[src/rtl/csa_pkg.sv]
// Shared types, constants and field tables for the clock set and alarm controller.
// No dependencies; imported by every module of the block.
package csa_pkg;

    localparam int HOLD_W           = 16;
    localparam int PRESS_PERIOD_DEF = 20;
    localparam int NUM_FIELDS       = 7;
    localparam int FIELD_W          = 7;
    localparam int TIME_W           = 36;
    localparam int CFG_IDX_W        = 2;
    localparam int CFG_DATA_W       = 8;

    typedef enum logic [1:0] {
        MODE_NORMAL   = 2'd0,
        MODE_MODIFY   = 2'd1,
        MODE_SCHEDULE = 2'd2
    } t_mode;

    typedef enum logic [CFG_IDX_W-1:0] {
        CFG_LONG_PRESS = 2'd0,
        CFG_REPEAT     = 2'd1,
        CFG_BLINK      = 2'd2
    } t_cfg_idx;

    localparam logic [2:0] F_SEC  = 3'd0;
    localparam logic [2:0] F_YEAR = 3'd6;

    localparam logic [7:0] LONG_PRESS_RST = 8'd40;
    localparam logic [3:0] REPEAT_RST     = 4'd4;
    localparam logic [3:0] BLINK_RST      = 4'd10;

    typedef logic [FIELD_W-1:0] t_field_val;

    // Field tables, index 0 year .. 6 seconds
    localparam logic [7:0] WRAP_LIMIT [NUM_FIELDS] =
        '{8'd100, 8'd13, 8'd32, 8'd8, 8'd24, 8'd60, 8'd60};
    localparam t_field_val WRAP_TO [NUM_FIELDS] =
        '{7'd1, 7'd1, 7'd1, 7'd1, 7'd0, 7'd0, 7'd0};
    localparam t_field_val FIELD_MASK [NUM_FIELDS] =
        '{7'h7F, 7'h0F, 7'h1F, 7'h07, 7'h1F, 7'h3F, 7'h3F};
    localparam t_field_val EDIT_RESET [NUM_FIELDS] =
        '{7'd23, 7'd8, 7'd23, 7'd5, 7'd5, 7'd15, 7'd43};

    // One registered tick: decoded presses, raw inc hold count, live time
    typedef struct packed {
        logic                mode_press;
        logic                inc_press;
        logic                next_press;
        logic [HOLD_W-1:0]   inc_hold;
        logic [6:0]          year;
        logic [3:0]          month;
        logic [4:0]          date;
        logic [2:0]          weekday;
        logic [4:0]          hour;
        logic [5:0]          minute;
        logic [5:0]          second;
    } t_tick;

    typedef struct packed {
        t_mode               mode;
        logic [2:0]          sel;
        logic [TIME_W-1:0]   edit_time;
        logic                blink_on;
        logic                rtc_write;
        logic                alarm_armed;
        logic                alarm_hit;
    } t_result;

    // Step one field by one with its wrap rule
    function automatic t_field_val csa_step_val(input t_field_val v, input logic [2:0] idx);
        logic [7:0] inc;
        t_field_val res;
        inc = {1'b0, v} + 8'd1;
        if (inc >= WRAP_LIMIT[idx]) begin
            res = WRAP_TO[idx];
        end else begin
            res = inc[FIELD_W-1:0];
        end
        return res & FIELD_MASK[idx];
    endfunction

endpackage

[src/rtl/csa_press.sv]
// Button press decode: a hold count equal to 1 modulo the press period is a press.
// Depends on csa_pkg. Divisibility test of (hold - 1) by a reciprocal multiply.
module csa_press import csa_pkg::*; #(
    parameter int PRESS_PERIOD = PRESS_PERIOD_DEF
) (
    input  logic [HOLD_W-1:0] i_hold,
    output logic              o_press
);

    localparam int FracW = HOLD_W + $clog2(PRESS_PERIOD);
    localparam int ProdW = HOLD_W + FracW;
    localparam logic [FracW-1:0] Recip =
        FracW'(((2 ** FracW) + PRESS_PERIOD - 1) / PRESS_PERIOD);

    logic [HOLD_W-1:0] hold_m1;
    logic [ProdW-1:0]  prod;

    assign hold_m1 = i_hold - HOLD_W'(1);
    // x is a multiple of the period exactly when the low bits of x * ceil(2^F/P) are below the reciprocal
    assign prod    = {{FracW{1'b0}}, hold_m1} * {{HOLD_W{1'b0}}, Recip};
    assign o_press = (i_hold != '0) && (prod[FracW-1:0] < Recip);

endmodule

[src/rtl/csa_core.sv]
// Controller state and per-tick update: mode, field select, edit values, alarm, blink.
// Depends on csa_pkg. State advances on i_step; o_res is the result of that tick.
module csa_core import csa_pkg::*; (
    input  logic                  i_clk,
    input  logic                  i_rst_n,
    input  logic                  i_cfg_we,
    input  logic [CFG_IDX_W-1:0]  i_cfg_idx,
    input  logic [CFG_DATA_W-1:0] i_cfg_data,
    input  logic                  i_step,
    input  t_tick                 i_tick,
    output t_result               o_res
);

    logic [7:0] r_long_press;
    logic [3:0] r_repeat;
    logic [3:0] r_blink;

    t_mode      r_mode,  n_mode;
    logic [2:0] r_sel,   n_sel;
    logic [2:0] r_next,  n_next;
    t_field_val r_ev    [NUM_FIELDS];
    t_field_val n_ev    [NUM_FIELDS];
    t_field_val r_alarm [NUM_FIELDS];
    t_field_val n_alarm [NUM_FIELDS];
    logic       r_armed, n_armed;
    logic       r_reload, n_reload;
    logic [3:0] r_hold_cnt, n_hold_cnt;
    logic [3:0] r_blink_cnt, n_blink_cnt;
    logic       r_blink_phase, n_blink_phase;

    t_field_val live [NUM_FIELDS];
    logic       wr;
    logic       hit;
    logic       match;

    assign live[0] = i_tick.year;
    assign live[1] = {3'b0, i_tick.month};
    assign live[2] = {2'b0, i_tick.date};
    assign live[3] = {4'b0, i_tick.weekday};
    assign live[4] = {2'b0, i_tick.hour};
    assign live[5] = {1'b0, i_tick.minute};
    assign live[6] = {1'b0, i_tick.second};

    always_comb begin
        n_mode        = r_mode;
        n_sel         = r_sel;
        n_next        = r_next;
        n_ev          = r_ev;
        n_alarm       = r_alarm;
        n_armed       = r_armed;
        n_reload      = r_reload;
        n_hold_cnt    = r_hold_cnt;
        n_blink_cnt   = r_blink_cnt;
        n_blink_phase = r_blink_phase;
        wr            = 1'b0;
        hit           = 1'b0;
        match         = 1'b1;

        if (i_tick.mode_press) begin
            unique case (r_mode)
                MODE_NORMAL:   n_mode = MODE_MODIFY;
                MODE_MODIFY:   n_mode = MODE_SCHEDULE;
                MODE_SCHEDULE: n_mode = MODE_NORMAL;
                default:       n_mode = MODE_NORMAL;
            endcase
            n_reload = 1'b1;
        end

        if (n_mode != MODE_NORMAL) begin
            if (n_reload) begin
                n_sel    = F_SEC;
                n_next   = F_SEC;
                n_ev     = live;
                n_reload = 1'b0;
            end
            if (i_tick.inc_press) begin
                n_hold_cnt = '0;
                for (int k = 0; k < NUM_FIELDS; k++) begin
                    if (F_YEAR - n_sel == 3'(k)) begin
                        n_ev[k] = csa_step_val(n_ev[k], 3'(k));
                    end
                end
                if (n_sel < F_YEAR) begin
                    n_next = n_sel + 3'd1;
                end
            end
            // long hold: auto-repeat on top of any press this tick
            if (i_tick.inc_hold >= {8'b0, r_long_press}) begin
                n_hold_cnt = n_hold_cnt + 4'd1;
                if (n_hold_cnt >= r_repeat) begin
                    n_hold_cnt = '0;
                    for (int k = 0; k < NUM_FIELDS; k++) begin
                        if (F_YEAR - n_sel == 3'(k)) begin
                            n_ev[k] = csa_step_val(n_ev[k], 3'(k));
                        end
                    end
                end
            end
            if (i_tick.next_press) begin
                if (n_mode != MODE_SCHEDULE) begin
                    wr = 1'b1;
                end
                if (n_next == n_sel && n_sel < F_YEAR) begin
                    n_next = n_sel + 3'd1;
                end
                if (n_sel == F_YEAR) begin
                    if (n_mode == MODE_SCHEDULE) begin
                        n_armed = 1'b1;
                        n_alarm = n_ev;
                    end
                    n_reload = 1'b1;
                    n_mode   = MODE_NORMAL;
                end
                n_sel = n_next;
            end
            n_blink_cnt = n_blink_cnt + 4'd1;
            if (n_blink_cnt >= r_blink) begin
                n_blink_cnt   = '0;
                n_blink_phase = !n_blink_phase;
            end
        end

        if (n_armed) begin
            for (int k = 0; k < NUM_FIELDS; k++) begin
                if (n_alarm[k] != live[k]) begin
                    match = 1'b0;
                end
            end
            if (match) begin
                n_armed = 1'b0;
                hit     = 1'b1;
            end
        end
    end

    always_comb begin
        o_res.mode        = n_mode;
        o_res.sel         = n_sel;
        o_res.edit_time   = {n_ev[0], n_ev[1][3:0], n_ev[2][4:0], n_ev[3][2:0],
                             n_ev[4][4:0], n_ev[5][5:0], n_ev[6][5:0]};
        o_res.blink_on    = n_blink_phase;
        o_res.rtc_write   = wr;
        o_res.alarm_armed = n_armed;
        o_res.alarm_hit   = hit;
    end

    always_ff @(posedge i_clk) begin
        if (!i_rst_n) begin
            r_long_press  <= LONG_PRESS_RST;
            r_repeat      <= REPEAT_RST;
            r_blink       <= BLINK_RST;
            r_mode        <= MODE_NORMAL;
            r_sel         <= F_SEC;
            r_next        <= 3'd1;
            r_ev          <= EDIT_RESET;
            r_alarm       <= '{default: '0};
            r_armed       <= 1'b0;
            r_reload      <= 1'b0;
            r_hold_cnt    <= '0;
            r_blink_cnt   <= '0;
            r_blink_phase <= 1'b0;
        end else begin
            if (i_cfg_we) begin
                unique case (i_cfg_idx)
                    CFG_LONG_PRESS: r_long_press <= i_cfg_data;
                    CFG_REPEAT:     r_repeat     <= i_cfg_data[3:0];
                    CFG_BLINK:      r_blink      <= i_cfg_data[3:0];
                    default:        ;
                endcase
            end
            if (i_step) begin
                r_mode        <= n_mode;
                r_sel         <= n_sel;
                r_next        <= n_next;
                r_ev          <= n_ev;
                r_alarm       <= n_alarm;
                r_armed       <= n_armed;
                r_reload      <= n_reload;
                r_hold_cnt    <= n_hold_cnt;
                r_blink_cnt   <= n_blink_cnt;
                r_blink_phase <= n_blink_phase;
            end
        end
    end

    ast_hold_when_idle: assert property (@(posedge i_clk) disable iff (!i_rst_n)
        !i_step |=> $stable(r_mode) && $stable(r_sel) && $stable(r_armed))
        else $error("controller state moved without a tick");

    ast_normal_quiet: assert property (@(posedge i_clk) disable iff (!i_rst_n)
        i_step && r_mode == MODE_NORMAL && !i_tick.mode_press
        |=> $stable(r_sel) && $stable(r_blink_phase) && $stable(r_hold_cnt))
        else $error("edit state changed in normal mode");

    ast_write_strobe: assert property (@(posedge i_clk) disable iff (!i_rst_n)
        o_res.rtc_write |-> i_tick.next_press && o_res.mode != MODE_SCHEDULE)
        else $error("rtc write outside a modify next press");

    ast_hit_disarms: assert property (@(posedge i_clk) disable iff (!i_rst_n)
        o_res.alarm_hit |-> !o_res.alarm_armed)
        else $error("alarm still armed after firing");

endmodule

[src/rtl/clock_set_and_alarm_controller.sv]
// Clock set and alarm controller: input tick register, controller core, result register.
// Usage notes:
//   Input channel (i_valid / o_stall) carries one scan tick: three button hold counts and
//   the live calendar time. Output channel (o_valid / i_stall) carries one result per
//   tick: mode, selected field, packed edit time, blink phase, RTC write strobe, alarm
//   armed flag and alarm hit pulse.
//   A transferred tick is decoded into press flags and registered in the tick register; its
//   result is registered in the result register when the tick steps, and offered from then on.
//   Throughput is one tick per cycle while the receiver does not stall; the state update is a
//   single combinational pass between the tick register and the result register.
//   When the receiver stalls, the result holds and the tick register keeps one more
//   tick; o_stall rises only when both are full and the output is stalled.
//   Configuration (long press, repeat, blink tick counts) is written through
//   i_cfg_we / i_cfg_idx / i_cfg_data while no tick is in flight.
//   Synchronous active-low reset empties both registers and loads the default edit time,
//   normal mode, seconds selected, alarm disarmed and the default configuration.
// Depends on csa_pkg, csa_press, csa_core.
module clock_set_and_alarm_controller import csa_pkg::*; #(
    parameter int PRESS_PERIOD = PRESS_PERIOD_DEF
) (
    input  logic                  i_clk,
    input  logic                  i_rst_n,
    input  logic                  i_cfg_we,
    input  logic [CFG_IDX_W-1:0]  i_cfg_idx,
    input  logic [CFG_DATA_W-1:0] i_cfg_data,
    input  logic                  i_valid,
    output logic                  o_stall,
    input  logic [HOLD_W-1:0]     i_mode_hold,
    input  logic [HOLD_W-1:0]     i_inc_hold,
    input  logic [HOLD_W-1:0]     i_next_hold,
    input  logic [6:0]            i_rtc_year,
    input  logic [3:0]            i_rtc_month,
    input  logic [4:0]            i_rtc_date,
    input  logic [2:0]            i_rtc_weekday,
    input  logic [4:0]            i_rtc_hour,
    input  logic [5:0]            i_rtc_minute,
    input  logic [5:0]            i_rtc_second,
    output logic                  o_valid,
    input  logic                  i_stall,
    output logic [1:0]            o_mode,
    output logic [2:0]            o_selected_field,
    output logic [TIME_W-1:0]     o_edit_time,
    output logic                  o_blink_on,
    output logic                  o_rtc_write,
    output logic                  o_alarm_armed,
    output logic                  o_alarm_hit
);

    logic    mode_press;
    logic    inc_press;
    logic    next_press;
    logic    in_xfer;
    logic    step;
    logic    r_in_valid;
    t_tick   r_tick;
    logic    r_out_valid;
    t_result r_out;
    t_result core_res;

    csa_press #(.PRESS_PERIOD(PRESS_PERIOD)) u_mode_press (
        .i_hold  (i_mode_hold),
        .o_press (mode_press)
    );

    csa_press #(.PRESS_PERIOD(PRESS_PERIOD)) u_inc_press (
        .i_hold  (i_inc_hold),
        .o_press (inc_press)
    );

    csa_press #(.PRESS_PERIOD(PRESS_PERIOD)) u_next_press (
        .i_hold  (i_next_hold),
        .o_press (next_press)
    );

    // tick moves into the result register whenever that register is free or draining
    assign step    = r_in_valid && (!r_out_valid || !i_stall);
    assign o_stall = r_in_valid && !step;
    assign in_xfer = i_valid && !o_stall;

    csa_core u_core (
        .i_clk      (i_clk),
        .i_rst_n    (i_rst_n),
        .i_cfg_we   (i_cfg_we),
        .i_cfg_idx  (i_cfg_idx),
        .i_cfg_data (i_cfg_data),
        .i_step     (step),
        .i_tick     (r_tick),
        .o_res      (core_res)
    );

    always_ff @(posedge i_clk) begin
        if (!i_rst_n) begin
            r_in_valid  <= 1'b0;
            r_out_valid <= 1'b0;
        end else begin
            if (in_xfer) begin
                r_in_valid <= 1'b1;
            end else if (step) begin
                r_in_valid <= 1'b0;
            end
            if (step) begin
                r_out_valid <= 1'b1;
            end else if (!i_stall) begin
                r_out_valid <= 1'b0;
            end
        end
    end

    always_ff @(posedge i_clk) begin
        if (in_xfer) begin
            r_tick.mode_press <= mode_press;
            r_tick.inc_press  <= inc_press;
            r_tick.next_press <= next_press;
            r_tick.inc_hold   <= i_inc_hold;
            r_tick.year       <= i_rtc_year;
            r_tick.month      <= i_rtc_month;
            r_tick.date       <= i_rtc_date;
            r_tick.weekday    <= i_rtc_weekday;
            r_tick.hour       <= i_rtc_hour;
            r_tick.minute     <= i_rtc_minute;
            r_tick.second     <= i_rtc_second;
        end
        if (step) begin
            r_out <= core_res;
        end
    end

    assign o_valid          = r_out_valid;
    assign o_mode           = r_out.mode;
    assign o_selected_field = r_out.sel;
    assign o_edit_time      = r_out.edit_time;
    assign o_blink_on       = r_out.blink_on;
    assign o_rtc_write      = r_out.rtc_write;
    assign o_alarm_armed    = r_out.alarm_armed;
    assign o_alarm_hit      = r_out.alarm_hit;

endmodule
[config.mk]
export PLATFORM = sky130hd
export DESIGN_NAME = clock_set_and_alarm_controller
export DESIGN_NICKNAME = d
export VERILOG_FILES = /design/src/rtl/csa_pkg.sv /design/src/rtl/csa_press.sv /design/src/rtl/csa_core.sv /design/src/rtl/clock_set_and_alarm_controller.sv
export SDC_FILE = /design/constraint.sdc
export NUM_CORES = 1
export LEC_CHECK = 0
export BUFFER_PORTS_ARGS = -buffer_cell sky130_fd_sc_hd__buf_4
export CAP_MARGIN = 0
export CORE_MARGIN = 8
export CORE_UTILIZATION = 56
export CTS_BUF_LIST = sky130_fd_sc_hd__clkbuf_16
export DETAILED_ROUTE_END_ITERATION = 10
export GPL_TIMING_DRIVEN = 0
export MAX_ROUTING_LAYER = met4
export PLACE_DENSITY = 0.73
export REMOVE_ABC_BUFFERS = 1
export SYNTH_ARGS = -nofsm -noshare
export SYNTH_HDL_FRONTEND = slang
export SYNTH_SLANG_ARGS = --single-unit
[constraint.sdc]
create_clock -name i_clk -period 8 [get_ports i_clk]
set_input_delay 0.4 -clock i_clk [delete_from_list [all_inputs] [get_ports i_clk]]
set_output_delay 0.4 -clock i_clk [all_outputs]
set_load 0.01 [all_outputs]
==> flow_summary_export.csv <==
group,metric,value,unit
clocking,numCtsBuffers,29,
global_routing,antenna_found_initial,1,
clocking,root_buffer,"clkbuf_16",
synthesis,ys_ff_latch,235,
route,wl_per_cell,21.1,µm
clocking,cts_tree,"done",
synthesis,synth_cells,3121,
synthesis,ys_seq_area_share,21.5,%
route,drt-total-wl,81000,µm
global_routing,grt_usage,30.2,%
route,drt_iter0_markers,2116,
placement,place_inst,3762,
sta,period_share,95.7,%
cells_and_area,num-fill-cells,4113,
placement,io_buffers,145,
pwr,power_density,364,nW/µm²
sta,skew,23.9,ps
global_routing,grt_pass1_vias,23669,
sta,setup_viol,0,
clocking,cts_max_level,1,
cells_and_area,stdcell_count,3846,
synthesis,synth_edf_count,100,
route,routed_via_density,6.19,
placement,gp_congestion,0.980,
synthesis,yosysTopAreaCell,"ha_1",
route,route.detailed.drc,0,
setup_path,crit_buf_inv,5,
setup_path,critPathArrivalTime,7950,ps
clocking,clock-sinks,235,
setup_path,cp-end-kind,"flip-flop",
cells_and_area,antennaDiodeCount,0,
route,postRouteAntennaNets,0,
synthesis,async_flop_share,0,%
global_routing,grt_pass1_wl,128000,µm
global_routing,grt_max_degree,74,
synthesis,yosysWarnings,0,
synthesis,netlist-cell-type-count,106,
clocking,clk_path_buf_depth,3,
setup_path,crit_required,8300,ps
sta,hold_viol,0,
sta,fmax,131,MHz
sta,slew_headroom,13.9,%
pwr,power,10.7,mW
die,core-area,47300,µm²
die,io_pins,146,
cells_and_area,nNetsFinal,3768,
sta,worstMarginPinSlew,1280,ps
placement,dp_hpwl,62400,µm
setup_path,startpoint_type,"flip-flop",
setup_path,slowest_delay,580,ps
die,rows,80,
global_routing,overflow,0,
setup_path,cp_top_family,"simple AND/OR/NAND/NOR gates",
setup_path,worst-path-max-fanout,38,
synthesis,synthTopCellsByArea,"ha_1, fa_1, edfxtp_1, dfxtp_1, inv_1",
sta,period_minus_slack,7650,ps
synthesis,synthFlopType,"dfxtp_1",
sta,maxSlewViolCount,0,
die,die-area,54700,µm²
die,die_y,234,µm
pwr,p_leak,12.8,nW
die,initial_core_util,56.1,%
flow_run,max_cap_violations,0,
pwr,ir_drop,0.000504,V
cells_and_area,fin_area,29500,µm²
placement,place_area,28200,µm²
die,die_x,234,µm
cells_and_area,drive_gt1_share,9.35,%
route,drt-pass1-iter-count,6,
clocking,worstSkewPairLatency,580,ps
setup_path,path_common_cell,"inv_1",
synthesis,synth.top_cell.area_share,13.8,%
outcome,status,"finished, final reports clean",
clocking,cts.clk_slew.worst_paths,60,ps
route,via_count,23811,
synthesis,syn-cell-area,26600,µm²
setup_path,timing_worst_setup_path_type,"reg2reg",
setup_path,slowest_stage,"dfxtp_4",
min_path,hold_path.class,"in2reg",
sta,rsz0062_at_grt,"false",
synthesis,syn_avg_cell_area,8.52,µm²
cells_and_area,area_growth,10.9,%
## cell families after synthesis
logic type | after synthesis | synth area share [%]
compound gates | 665 | 17.0
xor+xnor | 171 | 5.69
fa+ha+maj | 459 | 26.3
buf+inv | 556 | 8.33
flops | 235 | 21.5
mux | 86 | 3.44
simple gates | 949 | 17.8
## power breakdown
part	internal, mW	switching [mW]
clock network	0.747	0.535
registers	1.40	0.134
logic	3.32	4.60
total	5.46	5.27
## metal layers
metal  track usage [%]  wire length (µm)  vias to the layer above
li1                  -                 -                    11121
met1              38.2             34300                    11467
met2              49.7             37900                     1007
met3              3.42              5360                      216
met4              10.9              3420                        0
met5                 -                 0                        -
## cell type report
class	instances	area (µm²)	area share (%)
repair buffers	190	1720	5.83
well taps	615	769	2.61
flip-flops and latches	235	5710	19.4
multi-input cells	2333	18800	63.8
inverters	421	1590	5.38
clock inverters	23	178	0.603
clock buffers	29	726	2.46
## Yosys cell counts, types with 11 or more instances
master,n
a31oi_1,29
a211oi_1,56
xor2_1,56
clkbuf_1,95
nand2_1,272
a21boi_0,15
ha_1,294
or4_1,18
nor3b_1,15
a211o_1,11
nand2b_1,25
a21oi_1,136
xnor2_1,113
inv_1,421
o2111ai_1,15
o22ai_1,21
o211a_1,12
o211ai_1,36
a21o_1,26
nor2_1,233
mux2i_1,56
and3_1,19
edfxtp_1,100
nand4_1,27
or3_1,18
a22oi_1,14
nor3_1,72
nor4b_1,11
dfxtp_1,135
nor4_1,33
buf_1,14
nor2b_1,18
nand3_1,84
o21a_1,22
o21ai_0,142
fa_1,165
and2_1,29
mux2_2,28
buf_2,11
## final timing paths
check	from	endpoint	slack [ps]	cells after the start
max	u_core.r_reload	o_alarm_armed	350	25
max reg2reg	u_core.r_reload	o_alarm_armed	350	25
min reg2reg	u_core.r_alarm[26]	u_core.r_alarm[26]	450	2
min	i_rtc_second[0]	r_tick[0]	20	1
## worst reg2reg max path, cell delays in order (launching register included)
cell and delay (ps):
dfxtp_4 580, buf_12 280, or2_4 420, mux2i_1 210, inv_1 150, ha_2 340
inv_1 120, a21o_1 180, o32ai_2 250, nand2_1 260, and2_0 370, o22ai_2 280
inv_1 120, ha_1 320, inv_1 190, o311ai_0 150, a311oi_1 290, nand3_1 120
a32o_1 330, or3_1 460, a22o_1 300, nor2_1 170, mux2_2 350, or4_1 540
nor4_2 490, a21oi_1 130
## state kept, by name, summed over array words and instances (netlist names), 3 cells and up
register / count
o_selected_field: 3
o_edit_time: 36
r_tick: 55
u_core.r_blink_cnt: 4
u_core.r_sel: 3
u_core.r_ev: 49
u_core.r_blink: 4
u_core.r_next: 3
u_core.r_long_press: 8
u_core.r_repeat: 4
u_core.r_alarm: 49
u_core.r_hold_cnt: 4
## what timing repair did
item	in CTS	in global routing
pin swaps	2	1
setup buffers	1	2
resized for setup	2	7
endpoints found under the hold margin	26	0
gates cloned	3	0
hold buffers	26	0
endpoints found under the setup margin	3	3
## metrics by stage
step | setup WS [ps] | hold slack (ps) | setup TNS (ps) | util, %
3_3_place_gp | -4350 | 437 | -292240 | 58.7
6_report | 348 | 21.5 | 0 | 62.3
2_1_floorplan | -212 | 426 | -559 | -
3_5_place_dp | -712 | 442 | -1960 | 59.6
4_1_cts | 62.2 | 1.23 | 0 | 62.2
5_1_grt | 48.5 | 1.94 | 0 | 62.3
## cell usage in the layout (no fill, tap or decap), types with 19 or more instances in the layout
cell,n
inv_1,429
ha_1,292
nand2_1,272
nor2_1,229
fa_1,165
buf_4,149
o21ai_0,140
a21oi_1,136
dfxtp_1,134
xnor2_1,113
edfxtp_1,100
nand3_1,84
nor3_1,71
a211oi_1,56
xor2_1,56
mux2i_1,55
o211ai_1,36
nor4_1,33
and2_1,29
clkbuf_16,29
a31oi_1,28
mux2_2,28
nand4_1,27
dlygate4sd3_1,26
nand2b_1,25
a21o_1,25
o21a_1,22
o22ai_1,20
and3_1,19
(Power assumes the default switching activity.)
